[config.mk]
export PLATFORM = sky130hd
export DESIGN_NAME = mexp_mul
export DESIGN_NICKNAME = d
export VERILOG_FILES = /design/src/sv/mexp_pkg.sv /design/src/sv/mexp_mul.sv
export SDC_FILE = /design/constraint.sdc
export NUM_CORES = 2
export LEC_CHECK = 0
export BUFFER_PORTS_ARGS = -buffer_cell sky130_fd_sc_hd__buf_2
export CORE_MARGIN = 2
export CORE_UTILIZATION = 55
export DETAILED_ROUTE_END_ITERATION = 8
export HOLD_SLACK_MARGIN = 0.06
export PLACE_DENSITY = 0.78
export SETUP_SLACK_MARGIN = 0.1
export SLEW_MARGIN = 20
export SYNTH_ARGS = -nofsm -noshare
export SYNTH_HDL_FRONTEND = slang
export SYNTH_SLANG_ARGS = --single-unit
[constraint.sdc]
create_clock -name i_clk -period 10.05 [get_ports i_clk]
set_input_delay 2.01 -clock i_clk [delete_from_list [all_inputs] [get_ports i_clk]]
set_output_delay 2.01 -clock i_clk [all_outputs]
set_load 0.01 [all_outputs]
[src/sv/mexp_pkg.sv]
`timescale 1ns / 1ps
// ----------------------------------------------------------------------------
// mexp_pkg: shared types and constants
// Command codes, sequencer states and word sizes for the 256-bit modular
// exponentiation block.
// ----------------------------------------------------------------------------
package mexp_pkg;

    localparam int OpWordsDef = 4;   // default operand size in 64-bit words
    localparam int WordW      = 64;  // storage word
    localparam int LimbW      = 32;  // multiplier limb
    localparam int ModWords   = 4;   // modulus configuration words
    localparam int CfgIdxW    = 2;
    localparam int CmdW       = 2;
    localparam int IdxW       = 2;

    typedef enum logic [CmdW-1:0] {
        CMD_LOAD_BASE = 2'd0,
        CMD_LOAD_EXP  = 2'd1,
        CMD_POWER     = 2'd2,
        CMD_INVERSE   = 2'd3
    } t_cmd;

    // main sequencer
    typedef enum logic [3:0] {
        ST_IDLE,
        ST_WB,
        ST_MUL_GO,
        ST_MUL_WAIT,
        ST_RED_WAIT,
        ST_EXP_RD,
        ST_EXP_CHK,
        ST_OUT_RD,
        ST_OUT
    } t_state;

    // what the running modular product belongs to
    typedef enum logic [1:0] {
        PH_INIT,
        PH_SQR,
        PH_MUL
    } t_phase;

    // reduction unit
    typedef enum logic [1:0] {
        RD_IDLE,
        RD_PRE,
        RD_LOAD,
        RD_RUN
    } t_red_state;

endpackage

[src/sv/mexp_mul.sv]
`timescale 1ns / 1ps
// ----------------------------------------------------------------------------
// mexp_mul: column-scan multiplier
// Full double-width product of two operands, one 32x32 limb product per
// cycle, summed column by column; product words go to the reduction memory.
// ----------------------------------------------------------------------------
module mexp_mul #(
    parameter int OW = mexp_pkg::OpWordsDef,
    localparam int L   = 2 * OW,
    localparam int LW  = $clog2(L),
    localparam int AW  = LW - 1,
    localparam int PAW = LW
) (
    input  logic                       i_clk,
    input  logic                       i_rst_n,
    input  logic                       i_start,
    input  logic                       i_square,
    output logic [AW-1:0]              o_a_addr,
    output logic [AW-1:0]              o_b_addr,
    input  logic [mexp_pkg::WordW-1:0] i_a_data,
    input  logic [mexp_pkg::WordW-1:0] i_b_acc_data,
    input  logic [mexp_pkg::WordW-1:0] i_b_base_data,
    output logic                       o_pw_en,
    output logic [PAW-1:0]             o_pw_addr,
    output logic [mexp_pkg::WordW-1:0] o_pw_data,
    output logic                       o_done,
    output logic                       o_busy
);
    import mexp_pkg::*;

    localparam int KW    = LW + 1;
    localparam int KLAST = 2 * L - 2;
    localparam int AccW  = WordW + LW + 1;

    // limb pair generator
    logic          r_gen;
    logic [KW-1:0] r_k;
    logic [LW-1:0] r_i;
    logic          r_sq;
    logic [LW-1:0] w_ihi;
    logic [KW-1:0] w_j;
    logic [KW-1:0] w_k1;
    logic [LW-1:0] w_ilo_n;
    logic          w_colend;
    logic          w_last;

    // stage 1: memory data, limb multiply
    logic           r_s1_v, r_s1_ah, r_s1_bh, r_s1_ce, r_s1_last, r_s1_kodd;
    logic [PAW-1:0] r_s1_kw;
    logic [LimbW-1:0] w_a_lim;
    logic [LimbW-1:0] w_b_lim;
    logic [WordW-1:0] w_b_word;

    // stage 2: column accumulate
    logic             r_s2_v, r_s2_ce, r_s2_last, r_s2_kodd;
    logic [PAW-1:0]   r_s2_kw;
    logic [WordW-1:0] r_prod;
    logic [AccW-1:0]  r_acc;
    logic [AccW-1:0]  w_sum;
    logic [LimbW-1:0] r_lo;

    assign w_ihi    = (r_k > KW'(L - 1)) ? LW'(L - 1) : r_k[LW-1:0];
    assign w_j      = r_k - {1'b0, r_i};
    assign w_k1     = r_k + KW'(1);
    assign w_ilo_n  = (w_k1 >= KW'(L)) ? LW'(w_k1 - KW'(L - 1)) : '0;
    assign w_colend = (r_i == w_ihi);
    assign w_last   = w_colend && (r_k == KW'(KLAST));

    assign o_a_addr = r_i[LW-1:1];
    assign o_b_addr = w_j[LW-1:1];

    // generator and pipeline valids
    always_ff @(posedge i_clk) begin
        if (!i_rst_n) begin
            r_gen  <= 1'b0;
            r_s1_v <= 1'b0;
            r_s2_v <= 1'b0;
        end else begin
            r_s1_v <= r_gen;
            r_s2_v <= r_s1_v;
            if (i_start) begin
                r_gen <= 1'b1;
            end else if (r_gen && w_last) begin
                r_gen <= 1'b0;
            end
        end
    end

    // generator counters and stage tags
    always_ff @(posedge i_clk) begin
        if (i_start) begin
            r_k  <= '0;
            r_i  <= '0;
            r_sq <= i_square;
        end else if (r_gen) begin
            if (w_colend) begin
                r_k <= w_k1;
                r_i <= w_ilo_n;
            end else begin
                r_i <= r_i + LW'(1);
            end
        end
        r_s1_ah   <= r_i[0];
        r_s1_bh   <= w_j[0];
        r_s1_ce   <= w_colend;
        r_s1_last <= w_last;
        r_s1_kodd <= r_k[0];
        r_s1_kw   <= r_k[KW-1:1];
        r_s2_ce   <= r_s1_ce;
        r_s2_last <= r_s1_last;
        r_s2_kodd <= r_s1_kodd;
        r_s2_kw   <= r_s1_kw;
        r_prod    <= w_a_lim * w_b_lim;
    end

    // limb select
    assign w_b_word = r_sq ? i_b_acc_data : i_b_base_data;
    assign w_a_lim  = r_s1_ah ? i_a_data[WordW-1:LimbW] : i_a_data[LimbW-1:0];
    assign w_b_lim  = r_s1_bh ? w_b_word[WordW-1:LimbW] : w_b_word[LimbW-1:0];

    // column sum; a finished column gives one limb and carries the rest
    assign w_sum = r_acc + {{(AccW - WordW){1'b0}}, r_prod};

    always_ff @(posedge i_clk) begin
        if (i_start) begin
            r_acc <= '0;
        end else if (r_s2_v) begin
            r_acc <= r_s2_ce ? (w_sum >> LimbW) : w_sum;
            if (r_s2_ce && !r_s2_kodd && !r_s2_last) r_lo <= w_sum[LimbW-1:0];
        end
    end

    assign o_pw_en   = r_s2_v && r_s2_ce && (r_s2_kodd || r_s2_last);
    assign o_pw_addr = r_s2_kw;
    assign o_pw_data = r_s2_last ? w_sum[WordW-1:0] : {w_sum[LimbW-1:0], r_lo};
    assign o_done    = o_pw_en && r_s2_last;
    assign o_busy    = r_gen || r_s1_v || r_s2_v;

    // checks
    a_start_idle: assert property (@(posedge i_clk) disable iff (!i_rst_n)
        i_start |-> !o_busy)
        else $error("multiply started while busy");

    a_done_drains: assert property (@(posedge i_clk) disable iff (!i_rst_n)
        o_done |=> !o_busy)
        else $error("multiplier pipeline not empty after last word");

endmodule

==> reports/qor.json <==
{
  "status": {"value": "completed"},
  "reg2reg_slack": {"value": 1180, "unit": "ps"},
  "finalWeightedCongestion": {"value": 1.05},
  "hold-path-cell-count": {"value": 0},
  "ys_dominant_reg_cell": {"value": "sky130_fd_sc_hd__dfxtp_1"},
  "finalWorstPathRequiredPeriod": {"value": 9370, "unit": "ps"},
  "yosysSeqAreaShare": {"value": 9.31, "unit": "%"},
  "post_cts.repair.setup_buffers": {"value": 0},
  "netlist.area_leader.share": {"value": 40.7, "unit": "%"},
  "worst_ep_arrival_time": {"value": 9720, "unit": "ps"},
  "drt.antenna.violating_nets": {"value": 0},
  "critical_path.startpoint_type": {"value": "primary input"},
  "first_pass_iters": {"value": 6},
  "dr_wl_cell": {"value": 23.1, "unit": "um"},
  "synthesis.area": {"value": 44200, "unit": "um2"},
  "pnr_worst_setup_slack": {"value": 680, "unit": "ps"},
  "clkSlewWorstSetupHoldPaths": {"value": 70, "unit": "ps"},
  "io_buffer_count": {"value": 269},
  "grt_start_max_net_pins": {"value": 84},
  "die_w": {"value": 287, "unit": "um"},
  "final_min_period_over_clock_period": {"value": 93.2, "unit": "%"},
  "holdPathEnd": {"value": "r_s2_ce$_DFF_P_"},
  "hold_violations": {"value": 0},
  "core_area": {"value": 79300, "unit": "um2"},
  "cp_data_required_time": {"value": 10400, "unit": "ps"},
  "first_pass_grt_wire_length": {"value": 223, "unit": "mm"},
  "clk_path_buf_depth": {"value": 2},
  "grt_util_all_layers": {"value": 35.8, "unit": "%"},
  "layout-drive-gt1-share": {"value": 12.6, "unit": "%"},
  "ios": {"value": 270},
  "dp.final_hpwl": {"value": 121, "unit": "mm"},
  "rr_worst_depth": {"value": 27},
  "synth_enable_flop_cells": {"value": 33},
  "grt.overflow.total": {"value": 0},
  "grt_setup_unrepaired": {"value": "false"},
  "postSynthNetCount": {"value": 6475},
  "start_util": {"value": 55.8, "unit": "%"},
  "rr_startpoint": {"value": "r_s1_ah$_DFF_P_"},
  "maxSlewHeadroom": {"value": 45.5, "unit": "%"},
  "final-max-slew-violation-count": {"value": 0},
  "h-tree-depth": {"value": 4},
  "synthToLayoutAreaGrowth": {"value": 9.22, "unit": "%"},
  "chip_height": {"value": 287, "unit": "um"},
  "fp.dieArea": {"value": 82600, "unit": "um2"},
  "max_slew.worst_pin.slew": {"value": 811, "unit": "ps"},
  "number_of_global_route_vias_before_repair": {"value": 38237},
  "post-place-ws": {"value": 271, "unit": "ps"},
  "final-setup-viol-count": {"value": 0},
  "number_of_antenna_violations_at_the_first_check_in_global_routing": {"value": 4},
  "achievable-frequency": {"value": 107, "unit": "MHz"},
  "critical_path_class": {"value": "in -> reg"},
  "cts-resized-gates": {"value": 0},
  "yosys.cell_types.count": {"value": 83},
  "worstSkewPairLatency": {"value": 460, "unit": "ps"},
  "path_max_fanout": {"value": 13},
  "layout.nets": {"value": 6682},
  "ys_warn_count": {"value": 0},
  "drt-initial-drc-count": {"value": 3380},
  "fp-row-count": {"value": 103},
  "drt-vias-per-instance": {"value": 5.91},
  "synth_area_per_cell": {"value": 8.75, "unit": "um2"},
  "clk_root_buffer_cell": {"value": "sky130_fd_sc_hd__clkbuf_16"},
  "final_util": {"value": 60.9, "unit": "%"},
  "detail_route.drc_violations": {"value": 0},
  "dr_total_vias": {"value": 37364},
  "reg2reg_to": {"value": "r_prod[59]$_DFF_P_"},
  "finClkSkew": {"value": 12.4, "unit": "ps"},
  "synth_area_leader_cell": {"value": "sky130_fd_sc_hd__fa_1"},
  "ys_seq_elements": {"value": 189},
  "ctsHoldBuffers": {"value": 0},
  "worstSetupEndpointType": {"value": "flip-flop"},
  "synthCells": {"value": 5049},
  "tritoncts": {"value": "yes"},
  "cts_made_buffers": {"value": 17},
  "hp-start": {"value": "r_s1_ce$_DFF_P_"},
  "largest_cells_by_area_after_synthesis": {"value": "sky130_fd_sc_hd__fa_1, sky130_fd_sc_hd__ha_1, sky130_fd_sc_hd__inv_1, sky130_fd_sc_hd__dfxtp_1, sky130_fd_sc_hd__nor2_1"},
  "max_cap_viol_count": {"value": 0},
  "cts.sinks": {"value": 189},
  "detail_route.wirelength": {"value": 146, "unit": "mm"},
  "async_flop_share": {"value": 0, "unit": "%"},
  "fin_setup_tns": {"value": 0, "unit": "ps"},
  "worstHoldPathType": {"value": "reg -> reg"}
}
## per-stage QoR
stage	std cells	instance area [um2]	hold WS [ps]
floorplan	5049	44200	310
CTS	6319	48300	329
detailed placement	6287	47700	312
global placement	6287	47700	311
global route	6320	48300	331
finish	6324	48300	327
## cell usage in the layout (no fill, tap or decap), drive strengths merged, types with 27 or more instances in the layout
| cell type | synthesis | routed |
|---|---|---|
| mux2 | 103 | 103 |
| fa | 898 | 898 |
| buf | 37 | 466 |
| dfxtp | 156 | 156 |
| nand3 | 33 | 33 |
| inv | 864 | 871 |
| mux2i | 75 | 75 |
| edfxtp | 33 | 33 |
| a21oi | 175 | 175 |
| xnor2 | 78 | 78 |
| nor3 | 27 | 27 |
| a21o | 84 | 84 |
| nor2b | 32 | 32 |
| o21bai | 27 | 27 |
| ha | 332 | 332 |
| nor2 | 677 | 677 |
| o21ai | 139 | 139 |
| nand4 | 42 | 42 |
| a211oi | 27 | 27 |
| xor2 | 51 | 51 |
| nand2 | 619 | 619 |
| o21a | 47 | 47 |
| and2 | 38 | 38 |
## cell families (layout without fill, tap and decap cells)
family,count (synthesis),in the layout,share of synthesized area [%]
AO/OA/AOI/OAI,627,627,9.18
XOR/XNOR,129,129,2.56
adder cells (fa/ha/maj),1230,1230,50.1
buffers and inverters,1142,1362,9.80
flip-flops,189,189,9.31
multiplexers,183,183,4.58
other,0,5,0
AND/OR/NAND/NOR,1549,1549,14.5
## layout make-up
type,count,area (um2)
multi-input cells,3718,35900
clock inverters,12,119
fillers,6731,31000
well taps,1050,1310
diodes,5,12.5
repair buffers,466,3130
flip-flops and latches,189,4120
inverters,864,3240
clock buffers,20,478
## synthesized netlist by cell type (5+ instances only)
cell and number:
sky130_fd_sc_hd__nor4_1 6, sky130_fd_sc_hd__o22ai_1 6, sky130_fd_sc_hd__nand3_1 33, sky130_fd_sc_hd__a211oi_1 27, sky130_fd_sc_hd__nor2_1 677, sky130_fd_sc_hd__a21oi_1 173
sky130_fd_sc_hd__a21o_1 83, sky130_fd_sc_hd__clkbuf_1 239, sky130_fd_sc_hd__buf_1 18, sky130_fd_sc_hd__o211ai_1 16, sky130_fd_sc_hd__a22oi_1 6, sky130_fd_sc_hd__nand2_1 619
sky130_fd_sc_hd__o31ai_1 6, sky130_fd_sc_hd__and2_1 38, sky130_fd_sc_hd__nand4_1 42, sky130_fd_sc_hd__ha_1 332, sky130_fd_sc_hd__or2_2 6, sky130_fd_sc_hd__o21bai_1 27
sky130_fd_sc_hd__fa_1 898, sky130_fd_sc_hd__mux4_2 5, sky130_fd_sc_hd__nor3_1 26, sky130_fd_sc_hd__or3_1 10, sky130_fd_sc_hd__nand2b_1 25, sky130_fd_sc_hd__buf_2 14
sky130_fd_sc_hd__mux2_2 103, sky130_fd_sc_hd__a221o_1 5, sky130_fd_sc_hd__o21a_1 47, sky130_fd_sc_hd__xor2_1 51, sky130_fd_sc_hd__and3_1 20, sky130_fd_sc_hd__a31oi_1 22
sky130_fd_sc_hd__o21ai_0 115, sky130_fd_sc_hd__inv_1 864, sky130_fd_sc_hd__xnor2_1 78, sky130_fd_sc_hd__mux2i_1 75, sky130_fd_sc_hd__o21ai_1 24, sky130_fd_sc_hd__dfxtp_1 156
sky130_fd_sc_hd__nor2b_1 32, sky130_fd_sc_hd__a22o_1 16, sky130_fd_sc_hd__edfxtp_1 33
## how the worst max path moves through the flow
stage	startpoint	endpoint	slack (ps)	depth (start not counted)
CTS	i_a_data[41]	r_prod[62]$_DFF_P_	760	28
floorplan	i_b_base_data[34]	r_prod[62]$_DFF_P_	650	26
global placement	i_a_data[41]	r_prod[62]$_DFF_P_	340	28
global route	i_b_acc_data[11]	r_prod[59]$_DFF_P_	270	29
detailed placement	i_a_data[41]	r_prod[59]$_DFF_P_	270	26
finish	i_a_data[41]	r_prod[59]$_DFF_P_	680	27
## registers in the layout, indices dropped and copies added, names as in the netlist, 3 cells and up
name,count
r_k,4
r_s1_kw,3
r_lo,32
r_prod,64
r_acc,68
r_i,3
o_pw_addr,3
## routing by layer
| metal | vias up | wire length, um | GRT usage (%) |
|---|---|---|---|
| met1 | 18298 | 53700 | 45.1 |
| met5 | - | 0 | 0 |
| met2 | 2402 | 64500 | 55.4 |
| li1 | 16113 | - | - |
| met4 | 0 | 9940 | 19.9 |
| met3 | 551 | 18100 | 10.3 |
## critical path, cell delays in order
cell and delay (ps):
sky130_fd_sc_hd__buf_2 110, sky130_fd_sc_hd__mux2i_2 590, sky130_fd_sc_hd__buf_4 370, sky130_fd_sc_hd__nor2_1 80, sky130_fd_sc_hd__fa_1 420, sky130_fd_sc_hd__fa_1 510, sky130_fd_sc_hd__fa_1 580, sky130_fd_sc_hd__inv_1 60
sky130_fd_sc_hd__fa_1 490, sky130_fd_sc_hd__inv_1 60, sky130_fd_sc_hd__fa_1 500, sky130_fd_sc_hd__inv_1 50, sky130_fd_sc_hd__fa_1 520, sky130_fd_sc_hd__inv_1 50, sky130_fd_sc_hd__fa_1 490, sky130_fd_sc_hd__fa_1 410
sky130_fd_sc_hd__ha_1 370, sky130_fd_sc_hd__nand2_1 130, sky130_fd_sc_hd__o21ai_0 170, sky130_fd_sc_hd__a21oi_1 110, sky130_fd_sc_hd__o22ai_1 160, sky130_fd_sc_hd__a211oi_1 90, sky130_fd_sc_hd__a31o_2 280, sky130_fd_sc_hd__o31ai_1 560
sky130_fd_sc_hd__a21boi_1 220, sky130_fd_sc_hd__buf_4 190, sky130_fd_sc_hd__xnor2_1 110
Power is not shown: default switching activity piles up to over one toggle a cycle in this logic, so the estimate is an artifact.
