===== src/sv/mexp_pkg.sv =====
`timescale 1ns / 1ps
// ----------------------------------------------------------------------------
// mexp_pkg: shared types and constants
// Command codes, sequencer states and word sizes for the 256-bit modular
// exponentiation block.
// ----------------------------------------------------------------------------
package mexp_pkg;

    localparam int OpWordsDef = 4;   // default operand size in 64-bit words
    localparam int WordW      = 64;  // storage word
    localparam int LimbW      = 32;  // multiplier limb
    localparam int ModWords   = 4;   // modulus configuration words
    localparam int CfgIdxW    = 2;
    localparam int CmdW       = 2;
    localparam int IdxW       = 2;

    typedef enum logic [CmdW-1:0] {
        CMD_LOAD_BASE = 2'd0,
        CMD_LOAD_EXP  = 2'd1,
        CMD_POWER     = 2'd2,
        CMD_INVERSE   = 2'd3
    } t_cmd;

    // main sequencer
    typedef enum logic [3:0] {
        ST_IDLE,
        ST_WB,
        ST_MUL_GO,
        ST_MUL_WAIT,
        ST_RED_WAIT,
        ST_EXP_RD,
        ST_EXP_CHK,
        ST_OUT_RD,
        ST_OUT
    } t_state;

    // what the running modular product belongs to
    typedef enum logic [1:0] {
        PH_INIT,
        PH_SQR,
        PH_MUL
    } t_phase;

    // reduction unit
    typedef enum logic [1:0] {
        RD_IDLE,
        RD_PRE,
        RD_LOAD,
        RD_RUN
    } t_red_state;

endpackage


===== src/sv/mexp_store.sv =====
`timescale 1ns / 1ps
// ----------------------------------------------------------------------------
// mexp_store: operand memories
// Base, exponent and accumulator word memories. Base and exponent read as
// zero until written; the accumulator has two read ports for squaring.
// ----------------------------------------------------------------------------
module mexp_store #(
    parameter int OW = mexp_pkg::OpWordsDef,
    localparam int AW = $clog2(OW)
) (
    input  logic                       i_clk,
    input  logic                       i_rst_n,
    // operand loads
    input  logic                       i_base_we,
    input  logic                       i_exp_we,
    input  logic [AW-1:0]              i_ld_addr,
    input  logic [mexp_pkg::WordW-1:0] i_ld_data,
    // accumulator write back
    input  logic                       i_acc_we,
    input  logic [AW-1:0]              i_acc_waddr,
    input  logic [mexp_pkg::WordW-1:0] i_acc_wdata,
    // reads, registered: data in the cycle after the address
    input  logic [AW-1:0]              i_acc_ra,
    input  logic [AW-1:0]              i_acc_rb,
    input  logic [AW-1:0]              i_base_ra,
    input  logic [AW-1:0]              i_exp_ra,
    output logic [mexp_pkg::WordW-1:0] o_acc_da,
    output logic [mexp_pkg::WordW-1:0] o_acc_db,
    output logic [mexp_pkg::WordW-1:0] o_base_d,
    output logic [mexp_pkg::WordW-1:0] o_exp_d
);
    import mexp_pkg::*;

    logic [WordW-1:0] r_base_mem [OW];
    logic [WordW-1:0] r_exp_mem  [OW];
    logic [WordW-1:0] r_acc_mem  [OW];
    logic [OW-1:0]    r_base_vld;
    logic [OW-1:0]    r_exp_vld;
    logic [WordW-1:0] r_base_rd;
    logic [WordW-1:0] r_exp_rd;
    logic             r_base_rv;
    logic             r_exp_rv;

    // entry valid bits, cleared by reset
    always_ff @(posedge i_clk) begin
        if (!i_rst_n) begin
            r_base_vld <= '0;
            r_exp_vld  <= '0;
            r_base_rv  <= 1'b0;
            r_exp_rv   <= 1'b0;
        end else begin
            if (i_base_we) r_base_vld[i_ld_addr] <= 1'b1;
            if (i_exp_we)  r_exp_vld[i_ld_addr]  <= 1'b1;
            r_base_rv <= r_base_vld[i_base_ra];
            r_exp_rv  <= r_exp_vld[i_exp_ra];
        end
    end

    // base and exponent memories
    always_ff @(posedge i_clk) begin
        if (i_base_we) r_base_mem[i_ld_addr] <= i_ld_data;
        if (i_exp_we)  r_exp_mem[i_ld_addr]  <= i_ld_data;
        r_base_rd <= r_base_mem[i_base_ra];
        r_exp_rd  <= r_exp_mem[i_exp_ra];
    end

    // accumulator memory, one write and two read ports
    always_ff @(posedge i_clk) begin
        if (i_acc_we) r_acc_mem[i_acc_waddr] <= i_acc_wdata;
        o_acc_da <= r_acc_mem[i_acc_ra];
        o_acc_db <= r_acc_mem[i_acc_rb];
    end

    assign o_base_d = r_base_rv ? r_base_rd : '0;
    assign o_exp_d  = r_exp_rv  ? r_exp_rd  : '0;

endmodule


===== config.mk =====
export PLATFORM = sky130hd
export DESIGN_NAME = mexp_store
export DESIGN_NICKNAME = d
export VERILOG_FILES = /design/src/sv/mexp_pkg.sv /design/src/sv/mexp_store.sv
export SDC_FILE = /design/constraint.sdc
export NUM_CORES = 1
export LEC_CHECK = 0
export BUFFER_PORTS_ARGS = -buffer_cell sky130_fd_sc_hd__buf_2
export CAP_MARGIN = 20
export CORE_MARGIN = 4
export CORE_UTILIZATION = 30
export CTS_BUF_LIST = sky130_fd_sc_hd__clkbuf_8 sky130_fd_sc_hd__clkbuf_16
export DETAILED_ROUTE_END_ITERATION = 10
export GPL_ROUTABILITY_DRIVEN = 0
export PLACE_DENSITY = 0.51
export SLEW_MARGIN = 20
export SYNTH_ARGS = -nofsm -noshare
export SYNTH_HDL_FRONTEND = slang
export SYNTH_SLANG_ARGS = --single-unit

===== constraint.sdc =====
create_clock -name i_clk -period 5.7 [get_ports i_clk]
set_clock_uncertainty 0.1 [all_clocks]
set_input_delay 0 -clock i_clk [delete_from_list [all_inputs] [get_ports i_clk]]
set_output_delay 0 -clock i_clk [all_outputs]
set_load 0.05 [all_outputs]

==> results of run 1 <==
[critical path, delay by kind of cell (launching register included)]
kind | cells | cell delay (ps)
flip-flops | 1 | 780
buffers and inverters | 2 | 720
AND/OR/NAND/NOR | 1 | 200
[kinds of logic after synthesis]
kind of cell	count (synthesis)	synth area share [%]
buffers and inverters	69	1.386
DFF	1034	79.61
AOI/OAI and AO/OA	8	0.1684
muxes	258	16.30
and+or+nand+nor	143	2.540
[synthesized netlist by cell type, drive strengths merged]
| library cell | number | area share, % |
|---|---|---|
| and3b | 5 | 0.12 |
| and2 | 130 | 2.3 |
| o21a | 8 | 0.17 |
| edfxtp | 768 | 65 |
| dfxtp | 266 | 15 |
| nor2 | 1 | 0.011 |
| buf | 53 | 1.2 |
| nand2 | 1 | 0.011 |
| nor3b | 3 | 0.063 |
| and3 | 3 | 0.053 |
| clkbuf | 16 | 0.18 |
| mux4 | 258 | 16 |
[layout make-up]
type / instances / share of cell area, %
Antenna cell: 8 / 0.04404
Clock buffer: 129 / 6.705
Clock inverter: 79 / 1.371
Multi-Input combinational cell: 409 / 15.02
Sequential cell: 1034 / 62.45
Tap cell: 1536 / 4.228
Timing Repair Buffer: 666 / 10.19
[path summary, 6_finish.rpt]
| path | start | to | slack [ps] | cells after the start |
|---|---|---|---|---|
| setup / recovery | r_exp_rv | o_exp_d[48] | 3140 | 3 |
| hold / removal | i_acc_ra[0] | o_acc_da[49] | 40 | 2 |
| setup reg to reg | r_acc_mem[3][63] | o_acc_da[63] | 4540 | 1 |
| hold reg to reg | r_exp_vld[2] | r_exp_vld[2] | 360 | 1 |
[stage by stage]
stage	util [%]	power (W)	worst slack (ps)	std cells
floorplan	-	0.009691	262.0	1512
global placement	33.31	0.01011	3386	3403
detailed placement	33.32	0.01015	3361	3403
CTS	38.47	0.01737	2981	3852
global route	38.49	0.01781	2937	3855
finish	38.50	0.01710	3136	3861
[power groups by stage]
stage	registers (W)	clock network [W]	logic [W]
after detailed placement	0.00887	0	0.00129
after global placement	0.00884	0	0.00127
final	0.00870	0.00701	0.00139
after floorplan	0.00914	0	0.000553
after global routing	0.00874	0.00758	0.00149
after CTS	0.00871	0.00724	0.00143
[state kept, by name, indices dropped and copies added, names as in the netlist]
register    count
r_exp_rd       64
o_acc_da       64
r_exp_rv        1
r_base_rv       1
r_exp_vld       4
r_base_vld      4
o_acc_db       64
r_base_rd      64
r_exp_mem     256
r_base_mem    256
r_acc_mem     256
[routing by layer]
metal	track usage, %	vias to the layer above
met4	3.383	6
met3	4.901	132
li1	-	7608
met1	16.45	8981
met5	0	-
met2	23.45	499
[repair_timing]
item / 4_1_cts / 5_1_grt
hold buffers: 241 / 1
setup endpoints to repair: 0 / 0
buffers inserted: 0 / 0
endpoints found under the hold margin: 1073 / 9
==> results.py, run 1 <==
metrics = {
    "grt": {
        "grt_start_max_net_pins": 64,
        "grt_pass1_wl_mm": 127.2,
        "grt_antenna_before_repair": 11,
        "grt-ovfl-total": 0,
        "grt_pass1_vias": 19202,
        "track_usage_pct": 13.68,
    },
    "die": {
        "die-area_mm2": 0.1244,
        "ios": 401,
        "rows": 126,
        "die_h_um": 352.8,
        "coreArea_mm2": 0.1181,
        "die_w_um": 352.8,
        "initial_core_util_pct": 30.20,
    },
    "clock_network": {
        "cts.htree.levels": 3,
        "ctsResizeCount": 0,
        "cts_root_buf": "clkbuf_16",
        "cts.sinks": 1034,
        "clkLatencyLatePin_ps": 700,
        "cts_tree": "yes",
        "clk_pin_slew_ps": 60,
        "cts_buffers": 110,
        "cts_max_path_buffers": 3,
    },
    "detailed_routing": {
        "wl_mm": 85.27,
        "wl_met3_mm": 6.986,
        "ant_nets": 0,
        "vias": 17226,
        "via_per_inst": 4.462,
        "drcViolationCount": 0,
        "post_drt_wl_per_cell_um": 22.08,
        "wl_met2_mm": 42.33,
        "dr.first_iter.drc_count": 901,
        "dr.pass1.iters": 5,
        "met1Wirelength_mm": 34.17,
        "maxUsedRoutingLayer": "met5",
    },
    "yosys": {
        "syn_avg_cell_area_um2": 23.58,
        "syn_area_mm2": 0.03566,
        "synth-seq-area-share_pct": 79.61,
        "ys_types": 16,
        "yosysWarnings": 0,
        "synth_fp_nets": 1657,
        "ys_ff_latch": 1034,
        "synth_cells": 1512,
    },
    "critical_path": {
        "cp.arrival_ps": 2460,
        "path_cells": "buf_4 -> and2_1 -> buf_2",
        "critPathKind": "reg2out",
        "cp_max_fo": 36,
        "startpoint_type": "flip-flop",
        "slowest_delay_ps": 780,
        "worstPathRequired_ps": 5600,
        "endpoint_kind": "primary output",
        "cp_slowest_cell": "dfxtp_2",
    },
    "power_and_ir_drop": {
        "combPwrFrac_pct": 8.1,
        "vdd_drop_max_v": 0.0002438,
        "power_frac_clock_pct": 41.0,
        "p_sw_w": 0.003932,
        "p_int_w": 0.01317,
        "swShare_pct": 22.99,
        "seqPwrFrac_pct": 50.9,
        "leakage_nw": 16.22,
        "powerDensity_mw_per_mm2": 376.2,
    },
    "cells_and_area": {
        "layout_commonest_cell": "edfxtp_1",
        "area_delta_synth_final_pct": 27.49,
        "final_area_mm2": 0.04546,
        "drive_above_1_share_pct": 37.46,
        "multi_input_area_mm2": 0.006827,
        "regArea_mm2": 0.02839,
        "most-common-layout-cells": "768 x edfxtp_1, 394 x buf_2, 264 x dfxtp_1, 258 x mux4_2, 242 x dlygate4sd3_1",
        "fin_nets": 2366,
        "fillerInstances": 10719,
    },
    "sta": {
        "fin_crit_ps": 2564,
        "finalSetupViolCount": 0,
        "post-route-period-util_pct": 44.98,
        "final-hold-violation-count": 0,
        "fmax_ghz": 0.3901,
        "final_max_slew_viol_count": 0,
        "rsz0062_at_grt": "false",
        "slew_headroom_pct": 28.80,
        "final.setup.tns_ps": 0,
        "worst_pin_slew_ps": 1068,
        "whs_ps": 44.09,
    },
    "min_path": {
        "hold_path.class": "in2reg",
    },
    "place": {
        "dp_hpwl_mm": 51.16,
        "dpl-instance-area_mm2": 0.03934,
        "port_buffers": 400,
    },
    "flow_run": {
        "maxCapViolations": 0,
    },
    "run_status": {
        "status": "completed",
    },
}
Power figures use the tool's default switching activity.
==> inputs of run 2 (changes only) <==
--- a/config.mk
+++ b/config.mk
@@ -12,7 +12,7 @@
 export CTS_BUF_LIST = sky130_fd_sc_hd__clkbuf_8 sky130_fd_sc_hd__clkbuf_16
 export DETAILED_ROUTE_END_ITERATION = 10
 export GPL_ROUTABILITY_DRIVEN = 0
-export PLACE_DENSITY = 0.51
+export PLACE_DENSITY = 0.49
 export SLEW_MARGIN = 20
 export SYNTH_ARGS = -nofsm -noshare
 export SYNTH_HDL_FRONTEND = slang
==> constraint.sdc (replaced) <==
create_clock -name i_clk -period 2.45 [get_ports i_clk]
set_clock_uncertainty 0.1 [all_clocks]
set_input_delay 0 -clock i_clk [delete_from_list [all_inputs] [get_ports i_clk]]
set_output_delay 0 -clock i_clk [all_outputs]
set_load 0.05 [all_outputs]
==> run 2 against run 1 <==
Critical path depth unchanged. Final cell count increased by 0.31%. First-iteration DRC count increased by 19%. Clock-buffer cell count decreased by 5. Largest cell class unchanged.
==> results.py, run 2 (same netlist as run 1, synthesis figures left out) <==
metrics = {
    "run_status": {
        "status": "completed",
    },
    "power_and_ir_drop": {
        "p_int_w": 0.03029,
        "swShare_pct": 23.39,
        "leakage_nw": 16.36,
        "powerDensity_mw_per_mm2": 864.0,
        "p_sw_w": 0.009247,
        "vdd_drop_max_v": 0.0006283,
        "combPwrFrac_pct": 8.4,
        "power_frac_clock_pct": 40.3,
        "seqPwrFrac_pct": 51.3,
    },
    "die": {
        "initial_core_util_pct": 30.20,
        "ios": 401,
        "die_w_um": 352.8,
        "die-area_mm2": 0.1244,
        "coreArea_mm2": 0.1181,
        "rows": 126,
        "die_h_um": 352.8,
    },
    "clock_network": {
        "clkLatencyLatePin_ps": 680,
        "cts_buffers": 109,
        "cts_root_buf": "clkbuf_16",
        "cts.htree.levels": 3,
        "cts_tree": "yes",
        "cts_setup_buffers": 0,
        "clk_pin_slew_ps": 60,
        "cts.sinks": 1034,
        "cts_max_path_buffers": 3,
    },
    "critical_path": {
        "startpoint_type": "flip-flop",
        "cp_slowest_cell": "dfxtp_2",
        "path_cells": "buf_12 -> and2_1 -> buf_2",
        "endpoint_kind": "primary output",
        "cp.arrival_ps": 2090,
        "path_delay_family": "buffers and inverters",
        "worstPathRequired_ps": 2350,
        "slowest_delay_ps": 480,
        "cp_max_fo": 51,
        "crit_buf_inv": 2,
        "critPathKind": "reg2out",
    },
    "sta": {
        "finalSetupViolCount": 0,
        "fmax_ghz": 0.4564,
        "post-route-period-util_pct": 89.44,
        "rsz0062_at_grt": "false",
        "fin_crit_ps": 2191,
        "worst_pin_slew_ps": 736.6,
        "slew_headroom_pct": 50.90,
        "final_max_slew_viol_count": 0,
        "final.setup.tns_ps": 0,
        "final-hold-violation-count": 0,
        "whs_ps": 59.05,
    },
    "grt": {
        "grt-ovfl-total": 0,
        "grt_pass1_wl_mm": 129.5,
        "grt_start_max_net_pins": 66,
        "grt_pass1_vias": 19404,
        "track_usage_pct": 13.94,
        "grt_antenna_before_repair": 7,
    },
    "cells_and_area": {
        "most-common-layout-cells": "768 x edfxtp_1, 394 x buf_2, 264 x dfxtp_1, 258 x mux4_2, 234 x dlygate4sd3_1",
        "regArea_mm2": 0.02839,
        "multi_input_area_mm2": 0.006845,
        "top_regs": "r_acc_mem: 256 flops, r_base_mem: 256 flops, r_exp_mem: 256 flops",
        "layout_commonest_cell": "edfxtp_1",
        "fin_nets": 2380,
        "fillerInstances": 10658,
        "area_delta_synth_final_pct": 28.33,
        "drive_above_1_share_pct": 37.88,
    },
    "detailed_routing": {
        "vias": 17449,
        "dr.pass1.iters": 5,
        "ant_nets": 0,
        "wl_mm": 87.28,
        "dr.first_iter.drc_count": 1071,
        "via_per_inst": 4.505,
        "post_drt_wl_per_cell_um": 22.54,
        "drcViolationCount": 0,
    },
    "place": {
        "port_buffers": 400,
        "dp_hpwl_mm": 53.73,
    },
    "flow_run": {
        "maxCapViolations": 0,
    },
    "min_path": {
        "hold_path.class": "in2reg",
    },
}
==> run 2: cell count changes in the layout (fill, tap and decap cells not counted), moves of 2 or more <==
cell | before | now
clkinv_1 | 11 | 14
inv_1 | 25 | 29
nor3b_4 | 0 | 3
buf_12 | 0 | 27
buf_6 | 3 | 0
diode_2 | 8 | 6
nor3b_2 | 3 | 0
clkbuf_16 | 113 | 109
dlygate4sd3_1 | 242 | 234
==> run 2: layout make-up <==
| cell class | instances | share of cell area (%) |
|---|---|---|
| diodes | 6 | 0.03281 |
| clock buffers | 124 | 6.412 |
| clock inverters | 83 | 1.321 |
| multi-input cells | 409 | 14.96 |
| flip-flops and latches | 1034 | 62.04 |
| well taps | 1536 | 4.200 |
| repair buffers | 681 | 11.04 |
==> run 2: worst reg2reg max path, delay by kind of cell, from the launching register on <==
kind / cells / cell delay, ps
flip-flops: 1 / 390
buffers and inverters: 1 / 560
multiplexers: 1 / 460
==> run 2: power by group through the flow <==
stage | clock [W] | sequential, W | combinational (W)
floorplan | 0 | 0.0212 | 0.00129
global placement | 0 | 0.0206 | 0.00305
detailed placement | 0 | 0.0207 | 0.00309
CTS | 0.0165 | 0.0203 | 0.00340
global route | 0.0172 | 0.0204 | 0.00351
finish | 0.0159 | 0.0203 | 0.00332
==> run 2: final timing paths <==
| path | depth (start not counted) | slack, ps | endpoint | from |
|---|---|---|---|---|
| worst max-delay path | 3 | 260 | o_exp_d[63] | r_exp_rv |
| worst min-delay path | 2 | 60 | r_exp_mem[0][29] | i_ld_data[29] |
| worst max register to register | 2 | 830 | o_acc_db[32] | r_acc_mem[3][32] |
| worst min register to register | 1 | 370 | r_exp_vld[2] | r_exp_vld[2] |
==> run 2: what timing repair did <==
item | in CTS | in global routing
resized for setup | 0 | 0
endpoints found under the hold margin | 1476 | 0
hold buffers | 234 | 0
==> run 2: stage by stage <==
stage               utilization (%)  worst slack, ps  cells  area [um2]  total power [W]
global placement              33.76            843.9   3426       39860          0.02365
detailed placement            33.76            803.4   3426       39860          0.02374
CTS                           38.74            153.0   3867       45750          0.04015
global route                  38.75            135.8   3870       45750          0.04111
finish                        38.75            258.8   3873       45760          0.03954
floorplan                         -            219.5   1512       35690          0.02254
==> run 2: metal layers <==
| layer | vias to the layer above | track usage (%) | routed length, um |
|---|---|---|---|
| met2 | 400 | 24.98 | 45620 |
| met1 | 9247 | 16.16 | 34300 |
| met4 | 2 | 5.711 | 3345 |
| met3 | 142 | 3.073 | 4001 |
| met5 | - | 0 | 13 |
| li1 | 7658 | - | - |
